File: src/sv/fscbp_pkg.sv
// Package with the shared types and constants of the FS command byte parser.
package fscbp_pkg;

  typedef enum logic [3:0] {
    PH_IDLE        = 4'd0,
    PH_PRINT_MODE  = 4'd1,
    PH_PAREN       = 4'd2,
    PH_LEN_LO      = 4'd3,
    PH_LEN_HI      = 4'd4,
    PH_RECV        = 4'd5,
    PH_SKIP        = 4'd6,
    PH_UNDERLINE   = 4'd7,
    PH_CODESET     = 4'd8,
    PH_SPACE_LEFT  = 4'd9,
    PH_SPACE_RIGHT = 4'd10,
    PH_QUAD        = 4'd11
  } phase_e;

  // Function bytes that follow FS.
  localparam logic [7:0] FN_PRINT_MODE = 8'h21;
  localparam logic [7:0] FN_KANJI_ON   = 8'h26;
  localparam logic [7:0] FN_PAREN      = 8'h28;
  localparam logic [7:0] FN_UNDERLINE  = 8'h2D;
  localparam logic [7:0] FN_KANJI_OFF  = 8'h2E;
  localparam logic [7:0] FN_CODESET    = 8'h43;
  localparam logic [7:0] FN_SPACING    = 8'h53;
  localparam logic [7:0] FN_QUAD       = 8'h57;
  localparam logic [7:0] SEL_L         = 8'h4C;

  localparam logic [7:0] UL_OFF    = 8'h00;
  localparam logic [7:0] UL_ONE    = 8'h81;
  localparam logic [7:0] UL_TWO    = 8'h83;
  localparam logic [7:0] UL_KEEP   = 8'h0F;
  localparam logic [7:0] ASCII_0   = 8'd48;
  localparam logic [7:0] ASCII_1   = 8'd49;
  localparam logic [7:0] ASCII_2   = 8'd50;
  localparam logic [7:0] SUB_CUT   = 8'd66;
  localparam logic [7:0] SUB_START = 8'd67;

  localparam logic [1:0] FEED_NONE  = 2'd0;
  localparam logic [1:0] FEED_CUT   = 2'd1;
  localparam logic [1:0] FEED_START = 2'd2;

  // Register addresses on the configuration port (word index).
  localparam logic REG_PAGE_SEL = 1'b0;

  typedef struct packed {
    logic       done_res;
    logic       width_double;
    logic       height_double;
    logic [7:0] underline_mode;
    logic       kanji_mode;
    logic [7:0] code_set;
    logic [7:0] left_spacing;
    logic [7:0] right_spacing_std;
    logic [7:0] right_spacing_page;
    logic [1:0] feed_request;
    logic       feed_check_first;
  } fscbp_res_t;

endpackage

File: src/sv/fscbp_in_if.sv
// Input channel interface: one command byte per word.
interface fscbp_in_if;
  logic       valid;
  logic       ready;
  logic       begin_req;
  logic [7:0] rx_byte;

  modport source (output valid, output begin_req, output rx_byte, input ready);
  modport sink   (input valid, input begin_req, input rx_byte, output ready);
endinterface

File: src/sv/fscbp_out_if.sv
// Output channel interface: settings, done flag and feed request per word.
interface fscbp_out_if;
  logic       valid;
  logic       ready;
  logic       done_res;
  logic       width_double;
  logic       height_double;
  logic [7:0] underline_mode;
  logic       kanji_mode;
  logic [7:0] code_set;
  logic [7:0] left_spacing;
  logic [7:0] right_spacing_std;
  logic [7:0] right_spacing_page;
  logic [1:0] feed_request;
  logic       feed_check_first;

  modport source (output valid, output done_res, output width_double, output height_double,
                  output underline_mode, output kanji_mode, output code_set,
                  output left_spacing, output right_spacing_std, output right_spacing_page,
                  output feed_request, output feed_check_first, input ready);
  modport sink   (input valid, input done_res, input width_double, input height_double,
                  input underline_mode, input kanji_mode, input code_set,
                  input left_spacing, input right_spacing_std, input right_spacing_page,
                  input feed_request, input feed_check_first, output ready);
endinterface

File: src/sv/fscbp_cfg.sv
// APB-style configuration register holding the page select flag.
module fscbp_cfg (
  input  logic        clk_i,
  input  logic        rst_ni,
  input  logic        psel,
  input  logic        penable,
  input  logic        pwrite,
  input  logic [2:0]  paddr,
  input  logic [31:0] pwdata,
  output logic [31:0] prdata,
  output logic        pready,
  output logic        page_sel_o
);
  import fscbp_pkg::*;

  logic page_sel_q, page_sel_d;
  logic wr_en;

  assign pready = 1'b1;
  assign wr_en  = psel && penable && pwrite && (paddr[2] == REG_PAGE_SEL);

  always_comb begin
    page_sel_d = page_sel_q;
    if (wr_en) begin
      page_sel_d = pwdata[0];
    end
  end

  always_ff @(posedge clk_i or negedge rst_ni) begin
    if (!rst_ni) begin
      page_sel_q <= 1'b0;
    end else begin
      page_sel_q <= page_sel_d;
    end
  end

  always_comb begin
    prdata = '0;
    if (paddr[2] == REG_PAGE_SEL) begin
      prdata = {31'd0, page_sel_q};
    end
  end

  assign page_sel_o = page_sel_q;
endmodule

File: src/sv/fscbp_core.sv
// Parse state, settings registers and the per-word next-state logic.
module fscbp_core #(
  parameter int unsigned BUFFER_BYTES = 256
) (
  input  logic                   clk_i,
  input  logic                   rst_ni,
  input  logic                   step_i,
  input  logic                   begin_req_i,
  input  logic [7:0]             rx_byte_i,
  input  logic                   page_sel_i,
  output fscbp_pkg::fscbp_res_t  res_o
);
  import fscbp_pkg::*;

  localparam logic [16:0] BufLimit = 17'(BUFFER_BYTES);

  phase_e      phase_q, phase_d;
  logic [15:0] len_q, len_d;
  logic [15:0] cnt_q, cnt_d;
  logic [7:0]  head0_q, head0_d;
  logic        wdbl_q, wdbl_d, hdbl_q, hdbl_d, kanji_q, kanji_d;
  logic [7:0]  ul_q, ul_d, cset_q, cset_d, lsp_q, lsp_d;
  logic [7:0]  rsp_std_q, rsp_std_d, rsp_page_q, rsp_page_d;

  logic        done;
  logic [1:0]  feed;
  logic        check;
  logic [16:0] cnt_inc;
  logic [15:0] len_full;
  logic [7:0]  ul_arg;
  logic        cnt_reached;

  assign cnt_inc     = {1'b0, cnt_q} + 17'd1;
  assign cnt_reached = cnt_inc >= {1'b0, len_q};
  assign len_full    = {rx_byte_i, len_q[7:0]};

  always_comb begin
    if (rx_byte_i >= ASCII_0 && rx_byte_i <= ASCII_2) begin
      ul_arg = rx_byte_i - ASCII_0;
    end else begin
      ul_arg = rx_byte_i;
    end
  end

  always_comb begin
    phase_d    = phase_q;
    len_d      = len_q;
    cnt_d      = cnt_q;
    head0_d    = head0_q;
    wdbl_d     = wdbl_q;
    hdbl_d     = hdbl_q;
    kanji_d    = kanji_q;
    ul_d       = ul_q;
    cset_d     = cset_q;
    lsp_d      = lsp_q;
    rsp_std_d  = rsp_std_q;
    rsp_page_d = rsp_page_q;
    done       = 1'b0;
    feed       = FEED_NONE;
    check      = 1'b0;

    if (begin_req_i) begin
      phase_d = PH_IDLE;
      case (rx_byte_i)
        FN_PRINT_MODE: phase_d = PH_PRINT_MODE;
        FN_KANJI_ON: begin
          kanji_d = 1'b1;
          done    = 1'b1;
        end
        FN_PAREN:      phase_d = PH_PAREN;
        FN_UNDERLINE:  phase_d = PH_UNDERLINE;
        FN_KANJI_OFF: begin
          kanji_d = 1'b0;
          done    = 1'b1;
        end
        FN_CODESET:    phase_d = PH_CODESET;
        FN_SPACING:    phase_d = PH_SPACE_LEFT;
        FN_QUAD:       phase_d = PH_QUAD;
        default:       done = 1'b1;
      endcase
    end else begin
      case (phase_q)
        PH_PRINT_MODE: begin
          wdbl_d = rx_byte_i[2];
          hdbl_d = rx_byte_i[3];
          ul_d   = rx_byte_i[7] ? (ul_q | UL_ONE) : (ul_q & UL_KEEP);
          done   = 1'b1;
        end
        PH_PAREN: begin
          if (rx_byte_i == SEL_L) begin
            phase_d = PH_LEN_LO;
          end else begin
            done = 1'b1;
          end
        end
        PH_LEN_LO: begin
          len_d   = {8'd0, rx_byte_i};
          phase_d = PH_LEN_HI;
        end
        PH_LEN_HI: begin
          len_d = len_full;
          cnt_d = '0;
          if (len_full == 16'd0) begin
            done = 1'b1;
          end else if ({1'b0, len_full} > BufLimit) begin
            phase_d = PH_SKIP;
          end else begin
            phase_d = PH_RECV;
          end
        end
        PH_RECV: begin
          if (cnt_q == 16'd0) begin
            head0_d = rx_byte_i;
          end
          cnt_d = cnt_inc[15:0];
          if (cnt_reached) begin
            // A two-byte payload completes on its second byte, which is rx_byte_i.
            if (len_q == 16'd2 &&
                (head0_q == SUB_CUT || head0_q == SUB_START) &&
                (rx_byte_i == ASCII_0 || rx_byte_i == ASCII_1)) begin
              feed  = (head0_q == SUB_CUT) ? FEED_CUT : FEED_START;
              check = (rx_byte_i == ASCII_0);
            end
            done = 1'b1;
          end
        end
        PH_SKIP: begin
          cnt_d = cnt_inc[15:0];
          if (cnt_reached) begin
            done = 1'b1;
          end
        end
        PH_UNDERLINE: begin
          case (ul_arg)
            8'd0:    ul_d = UL_OFF;
            8'd1:    ul_d = UL_ONE;
            8'd2:    ul_d = UL_TWO;
            default: ul_d = ul_q;
          endcase
          done = 1'b1;
        end
        PH_CODESET: begin
          if (rx_byte_i inside {8'd0, 8'd1, 8'd11, 8'd12, 8'd21, 8'd128}) begin
            cset_d = rx_byte_i;
          end
          done = 1'b1;
        end
        PH_SPACE_LEFT: begin
          lsp_d   = rx_byte_i;
          phase_d = PH_SPACE_RIGHT;
        end
        PH_SPACE_RIGHT: begin
          if (page_sel_i) begin
            rsp_page_d = rx_byte_i;
          end else begin
            rsp_std_d = rx_byte_i;
          end
          done = 1'b1;
        end
        PH_QUAD: begin
          wdbl_d = rx_byte_i[0];
          hdbl_d = rx_byte_i[0];
          done   = 1'b1;
        end
        default: phase_d = PH_IDLE;
      endcase
    end
    if (done) begin
      phase_d = PH_IDLE;
    end
  end

  always_ff @(posedge clk_i or negedge rst_ni) begin
    if (!rst_ni) begin
      phase_q    <= PH_IDLE;
      len_q      <= '0;
      cnt_q      <= '0;
      wdbl_q     <= 1'b0;
      hdbl_q     <= 1'b0;
      kanji_q    <= 1'b0;
      ul_q       <= '0;
      cset_q     <= '0;
      lsp_q      <= '0;
      rsp_std_q  <= '0;
      rsp_page_q <= '0;
    end else if (step_i) begin
      phase_q    <= phase_d;
      len_q      <= len_d;
      cnt_q      <= cnt_d;
      wdbl_q     <= wdbl_d;
      hdbl_q     <= hdbl_d;
      kanji_q    <= kanji_d;
      ul_q       <= ul_d;
      cset_q     <= cset_d;
      lsp_q      <= lsp_d;
      rsp_std_q  <= rsp_std_d;
      rsp_page_q <= rsp_page_d;
    end
  end

  // The first payload byte needs no reset; it is always written before it is read.
  always_ff @(posedge clk_i) begin
    if (step_i) begin
      head0_q <= head0_d;
    end
  end

  always_comb begin
    res_o.done_res           = done;
    res_o.width_double       = wdbl_d;
    res_o.height_double      = hdbl_d;
    res_o.underline_mode     = ul_d;
    res_o.kanji_mode         = kanji_d;
    res_o.code_set           = cset_d;
    res_o.left_spacing       = lsp_d;
    res_o.right_spacing_std  = rsp_std_d;
    res_o.right_spacing_page = rsp_page_d;
    res_o.feed_request       = feed;
    res_o.feed_check_first   = check;
  end
endmodule

File: src/sv/fs_command_byte_parser_unit.sv
// Top level of the FS command byte parser: input register, parser core, result register.
//
// Feed the bytes that follow an FS prefix into in_i, one word per byte, with
// begin_req set on the function byte right after FS. Every accepted word gives
// exactly one result word on out_o: the Kanji settings after that byte, a done
// flag that marks the end of the FS sequence, and a feed request for a
// completed FS ( L subcommand 66 or 67.
// A word waits in the input register, and the parse step then writes its result
// into the result register. Throughput is one word per cycle while out_o takes
// results; the parse state is updated in the same cycle that a word leaves the
// input register, so consecutive bytes follow back to back.
// When out_o stalls, the result register holds its word, the input register
// holds one more, and in_i.ready falls until the result is taken.
// Reset clears the parse phase, the length counters and all settings, and
// empties both registers. The page select register at byte address 0 of the
// APB port picks which right spacing slot FS S writes; write it only while
// no word is in flight.
module fs_command_byte_parser_unit #(
  parameter int unsigned BUFFER_BYTES = 256
) (
  input  logic               clk_i,
  input  logic               rst_ni,
  fscbp_in_if.sink           in_i,
  fscbp_out_if.source        out_o,
  input  logic               psel,
  input  logic               penable,
  input  logic               pwrite,
  input  logic [2:0]         paddr,
  input  logic [31:0]        pwdata,
  output logic [31:0]        prdata,
  output logic               pready
);
  import fscbp_pkg::*;

  logic       in_vld_q;
  logic       in_begin_q;
  logic [7:0] in_byte_q;
  logic       out_vld_q;
  fscbp_res_t res_q;
  fscbp_res_t res_d;
  logic       page_sel;
  logic       out_free;
  logic       step;

  assign out_free  = !out_vld_q || out_o.ready;
  assign step      = in_vld_q && out_free;
  assign in_i.ready = !in_vld_q || out_free;

  fscbp_cfg u_cfg (
    .clk_i      (clk_i),
    .rst_ni     (rst_ni),
    .psel       (psel),
    .penable    (penable),
    .pwrite     (pwrite),
    .paddr      (paddr),
    .pwdata     (pwdata),
    .prdata     (prdata),
    .pready     (pready),
    .page_sel_o (page_sel)
  );

  fscbp_core #(
    .BUFFER_BYTES (BUFFER_BYTES)
  ) u_core (
    .clk_i       (clk_i),
    .rst_ni      (rst_ni),
    .step_i      (step),
    .begin_req_i (in_begin_q),
    .rx_byte_i   (in_byte_q),
    .page_sel_i  (page_sel),
    .res_o       (res_d)
  );

  always_ff @(posedge clk_i or negedge rst_ni) begin
    if (!rst_ni) begin
      in_vld_q  <= 1'b0;
      out_vld_q <= 1'b0;
    end else begin
      if (in_i.ready) begin
        in_vld_q <= in_i.valid;
      end
      if (out_free) begin
        out_vld_q <= step;
      end
    end
  end

  always_ff @(posedge clk_i) begin
    if (in_i.ready && in_i.valid) begin
      in_begin_q <= in_i.begin_req;
      in_byte_q  <= in_i.rx_byte;
    end
    if (step) begin
      res_q <= res_d;
    end
  end

  assign out_o.valid              = out_vld_q;
  assign out_o.done_res           = res_q.done_res;
  assign out_o.width_double       = res_q.width_double;
  assign out_o.height_double      = res_q.height_double;
  assign out_o.underline_mode     = res_q.underline_mode;
  assign out_o.kanji_mode         = res_q.kanji_mode;
  assign out_o.code_set           = res_q.code_set;
  assign out_o.left_spacing       = res_q.left_spacing;
  assign out_o.right_spacing_std  = res_q.right_spacing_std;
  assign out_o.right_spacing_page = res_q.right_spacing_page;
  assign out_o.feed_request       = res_q.feed_request;
  assign out_o.feed_check_first   = res_q.feed_check_first;
endmodule

File: src/flat_wrapper.sv
// flat-port wrapper written by rule: the top's interface ports become plain ports
module fs_command_byte_parser_unit_flat import fscbp_pkg::*;
#(
  parameter int unsigned BUFFER_BYTES = 256
)
  (clk_i, rst_ni, psel, penable, pwrite, paddr, pwdata, prdata, pready, in_i_valid, in_i_begin_req, in_i_rx_byte, in_i_ready, out_o_valid, out_o_done_res, out_o_width_double, out_o_height_double, out_o_underline_mode, out_o_kanji_mode, out_o_code_set, out_o_left_spacing, out_o_right_spacing_std, out_o_right_spacing_page, out_o_feed_request, out_o_feed_check_first, out_o_ready);
  fscbp_in_if in_i_i ();
  fscbp_out_if out_o_i ();
  input  logic clk_i;
  input  logic rst_ni;
  input  logic psel;
  input  logic penable;
  input  logic pwrite;
  input  logic [2:0] paddr;
  input  logic [31:0] pwdata;
  output logic [31:0] prdata;
  output logic pready;
  input wire logic [$bits(in_i_i.valid)-1:0] in_i_valid;
  input wire logic [$bits(in_i_i.begin_req)-1:0] in_i_begin_req;
  input wire logic [$bits(in_i_i.rx_byte)-1:0] in_i_rx_byte;
  output wire logic [$bits(in_i_i.ready)-1:0] in_i_ready;
  output wire logic [$bits(out_o_i.valid)-1:0] out_o_valid;
  output wire logic [$bits(out_o_i.done_res)-1:0] out_o_done_res;
  output wire logic [$bits(out_o_i.width_double)-1:0] out_o_width_double;
  output wire logic [$bits(out_o_i.height_double)-1:0] out_o_height_double;
  output wire logic [$bits(out_o_i.underline_mode)-1:0] out_o_underline_mode;
  output wire logic [$bits(out_o_i.kanji_mode)-1:0] out_o_kanji_mode;
  output wire logic [$bits(out_o_i.code_set)-1:0] out_o_code_set;
  output wire logic [$bits(out_o_i.left_spacing)-1:0] out_o_left_spacing;
  output wire logic [$bits(out_o_i.right_spacing_std)-1:0] out_o_right_spacing_std;
  output wire logic [$bits(out_o_i.right_spacing_page)-1:0] out_o_right_spacing_page;
  output wire logic [$bits(out_o_i.feed_request)-1:0] out_o_feed_request;
  output wire logic [$bits(out_o_i.feed_check_first)-1:0] out_o_feed_check_first;
  input wire logic [$bits(out_o_i.ready)-1:0] out_o_ready;
  assign in_i_i.valid = in_i_valid;
  assign in_i_i.begin_req = in_i_begin_req;
  assign in_i_i.rx_byte = in_i_rx_byte;
  assign in_i_ready = in_i_i.ready;
  assign out_o_valid = out_o_i.valid;
  assign out_o_done_res = out_o_i.done_res;
  assign out_o_width_double = out_o_i.width_double;
  assign out_o_height_double = out_o_i.height_double;
  assign out_o_underline_mode = out_o_i.underline_mode;
  assign out_o_kanji_mode = out_o_i.kanji_mode;
  assign out_o_code_set = out_o_i.code_set;
  assign out_o_left_spacing = out_o_i.left_spacing;
  assign out_o_right_spacing_std = out_o_i.right_spacing_std;
  assign out_o_right_spacing_page = out_o_i.right_spacing_page;
  assign out_o_feed_request = out_o_i.feed_request;
  assign out_o_feed_check_first = out_o_i.feed_check_first;
  assign out_o_i.ready = out_o_ready;
  fs_command_byte_parser_unit #(.BUFFER_BYTES(BUFFER_BYTES)) u_core (.clk_i(clk_i), .rst_ni(rst_ni), .in_i(in_i_i), .out_o(out_o_i), .psel(psel), .penable(penable), .pwrite(pwrite), .paddr(paddr), .pwdata(pwdata), .prdata(prdata), .pready(pready));
endmodule
File: config.mk
export PLATFORM = sky130hd
export DESIGN_NAME = fs_command_byte_parser_unit_flat
export DESIGN_NICKNAME = d
export VERILOG_FILES = /design/src/sv/fscbp_pkg.sv /design/src/sv/fscbp_in_if.sv /design/src/sv/fscbp_out_if.sv /design/src/sv/fscbp_cfg.sv /design/src/sv/fscbp_core.sv /design/src/sv/fs_command_byte_parser_unit.sv /design/src/flat_wrapper.sv
export SDC_FILE = /design/constraint.sdc
export NUM_CORES = 1
export LEC_CHECK = 0
export BUFFER_PORTS_ARGS = -buffer_cell sky130_fd_sc_hd__buf_4
export CAP_MARGIN = 15
export CORE_UTILIZATION = 35
export CTS_BUF_LIST = sky130_fd_sc_hd__clkbuf_16
export DETAILED_ROUTE_END_ITERATION = 8
export PLACE_DENSITY_LB_ADDON = 0.1
export SLEW_MARGIN = 15
export SYNTH_ARGS = -nofsm -noshare
export SYNTH_HDL_FRONTEND = slang
export SYNTH_SLANG_ARGS = --single-unit
File: constraint.sdc
create_clock -name clk_i -period 6.3 [get_ports clk_i]
set_clock_uncertainty 0.2 [all_clocks]
set_input_delay 0.315 -clock clk_i [delete_from_list [all_inputs] [get_ports clk_i]]
set_output_delay 0.315 -clock clk_i [all_outputs]
set_load 0.03 [all_outputs]
==> results of run 1 <==
metrics by stage:
stage	worst slack [ns]	hold slack [ns]
5_1_grt	2.26	0.0259
6_report	2.57	0.00877
4_1_cts	2.60	0.00196
2_1_floorplan	3.00	-0.181
3_5_place_dp	2.64	-0.0221
3_3_place_gp	2.63	-0.0238
logic make-up after synthesis:
logic type                 count (synthesis)
muxes                                     49
and+or+nand+nor                          256
AOI/OAI and AO/OA                        118
adders and majority gates                 22
xor gates and xnor gates                  15
DFF                                      146
other                                      2
buffers and inverters                     99
report_power, final:
group / internal, uW / switching [uW] / leakage (uW) / total [uW]
sequential: 1100 / 111 / 0.00173 / 1210
combinational: 247 / 400 / 0.00186 / 648
clock: 562 / 447 / 0.000283 / 1010
total: 1910 / 957 / 0.00387 / 2870
final timing paths:
kind | start | endpoint | cells after the start
min | out_o_ready | u_core.in_vld_q | 3
max in group asynchronous | rst_ni | u_core.u_core.ul_q[0] | 3
min reg2reg | u_core.u_core.lsp_q[6] | u_core.u_core.lsp_q[6] | 2
max | u_core.u_core.cnt_q[0] | u_core.u_core.phase_q[0] | 11
max reg2reg | u_core.u_core.cnt_q[0] | u_core.u_core.phase_q[0] | 11
min in group asynchronous | rst_ni | u_core.u_core.cnt_q[11] | 2
cells in the final DEF (no fill, tap or decap), drive strengths merged, types with 18 or more instances in the layout:
master	synthesis	routed
nand2	89	89
dfrtp	82	82
buf	42	75
edfxtp	64	64
o21ai	50	50
mux2	46	46
nor2	43	43
inv	31	41
conb	2	32
ha	22	22
nor2b	20	20
nand3	18	18
synthesized netlist by cell type, types with 8 or more instances:
cell      number
nand2_1       89
dfrtp_1       82
edfxtp_1      64
o21ai_0       50
mux2_2        46
nor2_1        41
buf_4         32
inv_1         31
clkbuf_1      26
ha_1          22
nor2b_1       20
nand3_1       18
a21oi_1       17
nand4_1       14
nor3_1        12
a22o_1        11
nand2b_1      11
and2_1         9
xnor2_1        9
nor4_1         8
worst register-to-register path, cell delays in order, from the launching register on:
cell and delay (ns):
dfrtp_1 0.45, and3_1 0.18, nand3_1 0.18, nor2_1 0.58, nand4_1 0.27, xnor2_1 0.19, ha_1 0.22, a211o_1 0.31
o221ai_1 0.21, o2111ai_1 0.28, o21ai_0 0.38, a22o_1 0.20
layer usage:
layer  wire length, um  GRT usage, %  share of wire (%)  vias up
met4               437          7.42                2.3        0
met2              9070          29.2                 49      144
li1                  -             -                  -     2600
met1              8590          22.9                 46     2686
met5                 0             0                  0        -
met3               587          3.10                3.1       35
cell type report:
class | instances | area [sq um]
clock inverter | 15 | 163
fill | 2021 | 12200
inverter | 31 | 116
clock buffer | 17 | 425
sequential | 146 | 3970
timing repair buffer | 87 | 683
tap | 275 | 344
multi-input combinational | 492 | 3130
==> flow_summary.yaml, run 1 <==
synthesis:
  synth-xor-area-share_pct: 1.75
  synth_cells: 707
  yosys.area_share.adder_pct: 3.67
  synth_top_family_by_area: "simple AND/OR/NAND/NOR gates"
  synth_compound_area_share_pct: 10.2
  synth_area_leaders: "dfrtp_1, edfxtp_1, mux2_2"
  synth_top_area_share_pct: 27.4
  synth_mux_area_share_pct: 7.31
  synth_top_flop_cell: "dfrtp_1"
  synth_simple_gate_area_share_pct: 17.3
  ys_async_sr_fraction_pct: 56.2
  ys_seq_elements: 146
  ys_types: 58
  avgSynthCellArea_sq_um: 10.6
  synth.cell_area_sq_um: 7490
  synth_edf_count: 64
  ys_seq_area_share_pct: 53.0
  synth_top_area_cell: "dfrtp_1"
  yosysWarningCount: 0
placed_design:
  place_congestion: 0.851
  dp_hpwl_mm: 12.6
  dp_cells: 1019
  post_dp_cell_area_sq_um: 8130
  io_buffer_count: 67
drt:
  vias: 5465
  via_per_inst: 5.14
  dr.pass1.iters: 5
  drt_iter0_drc: 323
  drc: 0
  ant_nets: 0
  routed_wl_mm: 18.7
  wl_per_cell_um: 17.6
min_path:
  hp-class: "in -> reg"
clock_tree:
  clk_pin_slew_worst_paths_ns: 0.06
  h-tree-depth: 4
  post_cts_buffers: 0
  cts_hold_buf: 12
  cts_tree: "built"
  cts.sinks: 146
  ctsLongestPathBuffers: 2
  cts_resized: 0
  cts_inserted_buffers: 17
  root_buffer: "clkbuf_16"
  clock_latency_ns: 0.43
timing:
  hold_viol: 0
  finalSetupTns_ns: 0
  tightest_slew_ns: 1.08
  max_slew_margin_pct: 28.3
  final_max_slew_viol_count: 0
  maxClockFrequency_mhz: 268
  rsz0062_at_grt: "false"
  min_period_ns: 3.73
  finalSetupViolCount: 0
  post-route-period-util_pct: 59.2
layout:
  nets: 848
  finish.utilization_pct: 42.0
  reg_top3: "u_core.u_core.cnt_q: 16 flops, u_core.u_core.len_q: 16 flops"
  areaGrowthSynthToFinish_pct: 18.0
  diodes: 0
  drive_above_1_share_pct: 20.8
  design_area_sq_um: 8840
  instances_no_fill: 1063
power:
  peakVddDrop_mv: 0.180
  p_leak_uw: 0.00387
  p_per_area_nw_per_um2: 324
  power.total_uw: 2870
global_routing:
  grt_max_degree: 71
  grt_pass1_wl_mm: 29.5
  antenna_found_initial: 0
  grt-ovfl-total: 0
  track_usage_pct: 17.7
  grt_pass1_vias: 5307
run_status:
  status: "complete, no violations"
floorplan:
  core_sq_um: 21000
  die_x_um: 148
  die_h_um: 148
  die_area_sq_um: 22000
  rows: 53
  io_pins: 133
  start_util_pct: 35.6
setup_path:
  crit_fanout: 9
  slowest_delay_ns: 0.58
  cp.required_ns: 6.46
  arrival_ns: 3.89
  worstSetupStartpointType: "flip-flop"
  worstPathCellList: "and3_1, nand3_1, nor2_1, nand4_1, xnor2_1, ha_1, a211o_1, o221ai_1, o2111ai_1, o21ai_0, a22o_1"
  crit_buf_inv: 0
  reg2reg_slack_ns: 2.57
  path_class: "reg -> reg"
  cp-end-kind: "flip-flop"
  cp_top_family: "compound AO/OA/AOI/OAI gates"
  crit_path_top_delay_cell: "nor2_1"
run:
  drv_cap: 0
Note: power is estimated with default switching activity, not from simulation.
==> inputs of run 2 (changes only) <==
==> constraint.sdc (replaced) <==
create_clock -name clk_i -period 3.15 [get_ports clk_i]
set_clock_uncertainty 0.2 [all_clocks]
set_input_delay 0.1575 -clock clk_i [delete_from_list [all_inputs] [get_ports clk_i]]
set_output_delay 0.1575 -clock clk_i [all_outputs]
set_load 0.03 [all_outputs]
==> flow_summary.yaml, run 2 (same netlist as run 1, synthesis figures left out) <==
run_status:
  status: "complete, no violations"
clock_tree:
  root_buffer: "clkbuf_16"
  ctsLongestPathBuffers: 2
  clk_pin_slew_worst_paths_ns: 0.07
  clock_latency_ns: 0.43
  cts_tree: "built"
  h-tree-depth: 4
  cts_inserted_buffers: 17
  cts.sinks: 146
global_routing:
  grt_pass1_wl_mm: 30.2
  grt_pass1_vias: 5623
  grt-ovfl-total: 0
  antenna_found_initial: 0
  track_usage_pct: 18.1
  grt_max_degree: 32
setup_path:
  cp.depth: 14
  crit_fanout: 5
  worstPathCellList: "and3_1, nand3_1, nor2_1, buf_4, buf_4, nand3_1, xnor2_1, ha_1, nand4_1, nor3_1, a21oi_1, o2111ai_4, a21oi_2, o21ai_1"
  reg2reg_to: "u_core.out_o.done_res"
  slowest_delay_ns: 0.40
  rr_worst_depth: 14
  arrival_ns: 2.97
  crit_buf_inv: 2
  crit_path_top_delay_cell: "dfrtp_1"
  worstReg2RegStart: "u_core.u_core.cnt_q[4]"
  critPathLaunch: "u_core.u_core.cnt_q[4]"
  cp.required_ns: 3.10
  cp-end-kind: "flip-flop"
  reg2reg_slack_ns: 0.13
  cp_top_family: "simple AND/OR/NAND/NOR gates"
  worstSetupStartpointType: "flip-flop"
  path_class: "reg -> reg"
  critPathCapture: "u_core.out_o.done_res"
floorplan:
  die_h_um: 148
  die_area_sq_um: 22000
  start_util_pct: 35.6
  io_pins: 133
  rows: 53
  die_x_um: 148
  core_sq_um: 21000
power:
  peakVddDrop_mv: 0.451
  p_per_area_nw_per_um2: 627
  p_leak_uw: 0.00412
timing:
  fin_hold_ws_ns: 0.0101
  finalSetupViolCount: 0
  tightest_slew_ns: 0.750
  post-route-period-util_pct: 95.8
  maxClockFrequency_mhz: 331
  worst_slack_ns: 0.131
  hold_viol: 0
  min_period_ns: 3.02
  final_max_slew_viol_count: 0
  finalSetupTns_ns: 0
  rsz0062_at_grt: "true"
  max_slew_margin_pct: 50.0
layout:
  areaGrowthSynthToFinish_pct: 24.4
  diodes: 0
  reg_top3: "u_core.u_core.cnt_q: 16 flops, u_core.u_core.len_q: 16 flops"
  final_cell_mix: "buf_4, nand2_1, dfrtp_1"
  final_common_cell: "buf_4"
  drive_above_1_share_pct: 27.1
  nets: 900
min_path:
  hp-class: "in -> async"
placed_design:
  place_congestion: 0.875
  dp_hpwl_mm: 13.5
  place_ws_ns: -0.119
  io_buffer_count: 67
drt:
  routed_wl_mm: 18.9
  dr.pass1.iters: 4
  drc: 0
  ant_nets: 0
  wl_per_cell_um: 17.0
  drt_iter0_drc: 380
  vias: 5579
  via_per_inst: 5.00
run:
  drv_cap: 0
-- run 2: cell count changes in the layout (fill, tap and decap cells not counted), moves of 3 or more --
cell,delta
buf_4,+48
dlygate4sd3_1,+3
inv_6,-4
o21ai_0,-3
-- run 2: power breakdown --
group,internal [uW],switching [uW],total (uW)
Combinational,594,882,1480
Sequential,2200,184,2380
Clock,1110,873,1980
-- run 2: per-stage QoR --
step           power (uW)  instance area (sq um)  utilization [%]  cells
2_1_floorplan        3350                   7610                -    737
3_3_place_gp         3770                   8490             40.4   1067
3_5_place_dp         3800                   8490             40.4   1067
4_1_cts              5840                   9240             43.9   1114
5_1_grt              6160                   9320             44.3   1115
6_report             5840                   9320             44.3   1115
-- run 2: cell type report --
type / count / area [sq um]
Tap cell: 275 / 344
Inverter: 31 / 116
Clock inverter: 15 / 150
Clock buffer: 17 / 425
Sequential cell: 146 / 3970
Timing Repair Buffer: 139 / 1080
Multi-Input combinational cell: 492 / 3220
Fill cell: 1972 / 11700
-- run 2: how the worst min path moves through the flow --
stage	start	endpoint	slack, ns	cells after the start
3_5_place_dp	rst_ni	u_core.u_core.lsp_q[6]	-0.06	1
6_report	rst_ni	u_core.u_core.phase_q[3]	0.01	2
5_1_grt	rst_ni	u_core.u_core.lsp_q[6]	0.04	2
4_1_cts	rst_ni	u_core.u_core.lsp_q[6]	0.03	2
2_1_floorplan	rst_ni	u_core.in_vld_q	-0.34	0
3_3_place_gp	rst_ni	u_core.u_core.lsp_q[6]	-0.07	1
-- run 2: worst register-to-register path, stage by stage (launching register included) --
cell,delay (ns)
dfrtp_1,0.40
and3_1,0.17
nand3_1,0.11
nor2_1,0.13
buf_4,0.15
buf_4,0.13
nand3_1,0.11
xnor2_1,0.22
ha_1,0.29
nand4_1,0.10
nor3_1,0.07
a21oi_1,0.22
o2111ai_4,0.21
a21oi_2,0.17
o21ai_1,0.08
-- run 2: what timing repair did --
item,4_1_cts,5_1_grt
gates resized for setup,5,17
pin swaps,2,10
endpoints found under the setup margin,7,7
hold endpoints to repair,74,0
gates cloned,0,0
hold buffers,15,0
setup buffers,0,1
-- run 2: per-layer routing --
metal | wire (um) | vias up | GRT usage [%]
met5 | 0 | - | 0
met4 | 375 | 0 | 7.53
met3 | 883 | 27 | 3.53
met2 | 9320 | 136 | 30.0
met1 | 8320 | 2721 | 23.1
li1 | - | 2695 | -
